===== config.mk =====
export PLATFORM = sky130hd
export DESIGN_NAME = sbrt_cell
export DESIGN_NICKNAME = d
export VERILOG_FILES = /design/src/design/sbrt_pkg.sv /design/src/design/sbrt_cell.sv
export SDC_FILE = /design/constraint.sdc
export NUM_CORES = 1
export LEC_CHECK = 0
export ABC_AREA = 1
export ABC_CLOCK_PERIOD_IN_PS = 12000
export BUFFER_PORTS_ARGS = -buffer_cell sky130_fd_sc_hd__buf_4
export CORE_MARGIN = 1.5
export CORE_UTILIZATION = 42
export DETAILED_ROUTE_END_ITERATION = 7
export GPL_TIMING_DRIVEN = 0
export MAX_ROUTING_LAYER = met4
export PLACE_DENSITY = 0.61
export SYNTH_ARGS = -nofsm -noshare
export SYNTH_HDL_FRONTEND = slang
export SYNTH_SLANG_ARGS = --single-unit

===== constraint.sdc =====
create_clock -name aclk -period 12 [get_ports aclk]
set_input_delay 0 -clock aclk [delete_from_list [all_inputs] [get_ports aclk]]
set_output_delay 0 -clock aclk [all_outputs]
set_load 0.01 [all_outputs]

===== src/design/sbrt_pkg.sv =====
package sbrt_pkg;

    // Request kinds carried on s_axis_tuser
    localparam logic REQ_RESERVE = 1'b0;
    localparam logic REQ_RELEASE = 1'b1;

    typedef enum logic [1:0] {
        OUT_GRANTED  = 2'd0,
        OUT_OVERLAP  = 2'd1,
        OUT_FULL     = 2'd2,
        OUT_RELEASED = 2'd3
    } outcome_t;

    // Per-cell command from the table control
    typedef struct packed {
        logic alloc;    // store query box if this cell is the lowest free one
        logic clear;    // mark this cell free
    } cell_ctrl_t;

    // Per-cell status back to the table control
    typedef struct packed {
        logic hit;      // used and strictly overlapping the query box
        logic take;     // lowest free cell in the chain
    } cell_stat_t;

endpackage


===== src/design/sbrt_cell.sv =====
module sbrt_cell #(
    parameter int BOUND_W = 25
) (
    input  logic                          aclk,
    input  logic                          aresetn,
    input  sbrt_pkg::cell_ctrl_t          ctrl,
    input  logic [2:0][BOUND_W-1:0]       q_lo,
    input  logic [2:0][BOUND_W-1:0]       q_hi,
    input  logic                          grant_in,
    output logic                          grant_out,
    output sbrt_pkg::cell_stat_t          stat
);

    logic                    used_reg;
    logic [2:0][BOUND_W-1:0] lo_reg;
    logic [2:0][BOUND_W-1:0] hi_reg;
    logic [2:0]              axis_ovl;
    logic                    take;

    always_comb begin
        for (int a = 0; a < 3; a++) begin
            axis_ovl[a] = ($signed(hi_reg[a]) > $signed(q_lo[a])) &&
                          ($signed(q_hi[a]) > $signed(lo_reg[a]));
        end
    end

    // grant_in high means no free cell below this one
    assign take      = grant_in && !used_reg;
    assign grant_out = grant_in && used_reg;
    assign stat.hit  = used_reg && (&axis_ovl);
    assign stat.take = take;

    always_ff @(posedge aclk) begin
        if (!aresetn) begin
            used_reg <= 1'b0;
        end else if (ctrl.alloc && take) begin
            used_reg <= 1'b1;
        end else if (ctrl.clear) begin
            used_reg <= 1'b0;
        end
    end

    always_ff @(posedge aclk) begin
        if (ctrl.alloc && take) begin
            lo_reg <= q_lo;
            hi_reg <= q_hi;
        end
    end

endmodule


==> results_dict.tcl <==
set metrics [dict create \
    relSlewSlack_pct 52.9 \
    syn_nets 1188 \
    status "finished, final reports clean" \
    fin_crit_sh_pct 19.1 \
    leakage_nw 6.13 \
    setup_viol 0 \
    clock_path_buffers 2 \
    place_congestion 0.786 \
    drc 0 \
    maxCapViolCount 0 \
    vias 6782 \
    viasPerCell 4.53 \
    finalSetupTns_ns 0 \
    clk_latency_ns 0.42 \
    synth_area_leaders "edfxtp_1 (51%), ha_1 (21%), inv_1 (8.5%)" \
    drt-total-wl_microns 20000 \
    synth-seq-area-share_pct 51.0 \
    critPathMaxStageDelay_ns 0.36 \
    post_cts_buffers 0 \
    core_region_area_sq_mm 0.0205 \
    fp.dieW_microns 148 \
    synthCells 883 \
    yosys_warnings 0 \
    tightest_slew_ns 0.706 \
    crit_path_cell_trace "ha_1, nand2_1, nor2_1, nor3b_2, and2_1, nand2_2, nand3_2, nand2_1, nand2_1, nand2_1, nor2_2, buf_4" \
    critical_path.max_fanout 2 \
    clkSinkCount 151 \
    synth.top_cells.by_count "inv_1 (202), nand2_1 (182), edfxtp_1 (150), ha_1 (150)" \
    port_buffers 157 \
    drtAntennaViolNets 0 \
    synthArstFlopShare_pct 0 \
    cts_tree "built" \
    crit_path_end_kind "output port" \
    cts.hold.buffers_added 152 \
    synthFlopType "edfxtp_1" \
    htree_levels 4 \
    path_buf_inv 1 \
    syn_area_sq_mm 0.00888 \
    grt_overflow 0 \
    place_hpwl_microns 14100 \
    clock-root-buffer "clkbuf_16" \
    clock_skew_ns 0.00853 \
    critPathArrivalTime_ns 2.29 \
    rsz0062_at_grt "false" \
    ios 158 \
    crit_required_ns 12.00 \
    antenna_found_initial 1 \
    crit_family "simple AND/OR/NAND/NOR gates" \
    synth_top_area_share_pct 50.7 \
    clk_pin_slew_ns 0.07 \
    critPathSlowestCell "edfxtp_1" \
    first_pass_iters 4 \
    nets 1517 \
    path_class "register to output port" \
    first_global_vias 6954 \
    whs_ns 0.285 \
    grt_max_degree 83 \
    peakVddDrop_mv 0.0796 \
    cts_buffers 17 \
    min_period_ns 2.29 \
    avgSynthCellArea_sq_um 10.1 \
    cp-start-kind "register" \
    wl_per_cell_microns 13.4 \
    initial_core_util_pct 43.3 \
    grt_usage_pct 19.6 \
    dieArea_sq_mm 0.0220 \
    synth-edff-count 150 \
    rows 52 \
    syn_to_final_growth_pct 41.1 \
    die_y_microns 148 \
    drt-initial-drc-count 300 \
    slew_viol_final 0 \
    synth_top_cell_by_area "edfxtp_1" \
    hold_class "input pin to register" \
    fmax_mhz 437 \
    finalHoldViolations 0 \
    p_per_area_mw_per_mm2 110 \
    yosysMostFrequentCell "inv_1" \
    ys_types 28 \
    path_common_cell "nand2_1" \
    cts_resized 0 \
    drive_above_1_share_pct 16.8 \
    grt_pass1_wl_microns 32600 \
    ys_seq_elements 151 \
]
## layout by cell type (no fill, tap or decap), types with 7 or more instances in the layout
cell | Yosys | final
inv_1 | 202 | 201
nand2_1 | 182 | 182
buf_4 | 1 | 158
dlygate4sd3_1 | 0 | 152
ha_1 | 150 | 150
edfxtp_1 | 150 | 150
nor2_1 | 55 | 55
a21oi_1 | 55 | 55
clkbuf_16 | 0 | 17
nand3_1 | 15 | 15
nand4_1 | 13 | 13
a21o_1 | 10 | 10
o21ai_0 | 8 | 8
nor3_1 | 7 | 7
## tightest hold or removal path, stage by stage
cell     delay, ns
buf_4         0.11
nand2_1       0.14
inv_6         0.20
## cell type report
type                       count  area [sq um]
tap                          270           338
multi-input combinational    525          3570
clock inverter                14           149
sequential                   151          4520
clock buffer                  18           429
buffer                         1          7.51
antenna                        1          2.50
inverter                     206           778
fill                        1693          7970
timing repair buffer         310          2730
## layer usage
metal	vias up	wire length (microns)	global-route usage, %
met5	-	0	-
met4	0	107	4.21
met3	11	968	4.48
met2	147	9650	32.4
met1	3061	9290	24.8
li1	3563	-	-
## final timing paths
check             slack [ns]          to       start  cells past startpoint
setup / recovery        9.71     stat[1]  hi_reg[22]                     12
hold / removal          0.29  hi_reg[57]     ctrl[1]                      3
setup reg to reg       10.00  hi_reg[25]    used_reg                      4
hold reg to reg         1.11  hi_reg[57]    used_reg                      3
## metrics by stage
| step | util (%) | power [mW] | area, sq um | cells | worst slack (ns) |
|---|---|---|---|---|---|
| 2_1_floorplan | - | 0.727 | 8880 | 883 | 8.07 |
| 3_3_place_gp | 50.7 | 0.805 | 10400 | 1310 | 6.43 |
| 3_5_place_dp | 50.9 | 0.806 | 10400 | 1311 | 9.98 |
| 4_1_cts | 61.1 | 1.38 | 12500 | 1495 | 9.67 |
| 5_1_grt | 61.1 | 1.44 | 12500 | 1496 | 9.44 |
| 6_report | 61.1 | 1.37 | 12500 | 1496 | 9.71 |
## cells by family (layout without fill, tap and decap cells)
logic type / after synthesis / in the layout / synth area share [%]
compound gates: 81 / 81 / 5.06
fa+ha+maj: 150 / 150 / 21.1
buf+inv: 207 / 549 / 8.80
flops: 151 / 151 / 51.0
other cells: 0 / 1 / 0
simple gates: 294 / 294 / 14.0
## power breakdown
group	switching, mW	total (mW)	internal [mW]	leakage, nW
clock	0.229	0.537	0.308	0.276
sequential	0.00604	0.614	0.608	1.41
combinational	0.106	0.221	0.115	4.44
total	0.341	1.37	1.03	6.13
(Power assumes the default switching activity.)
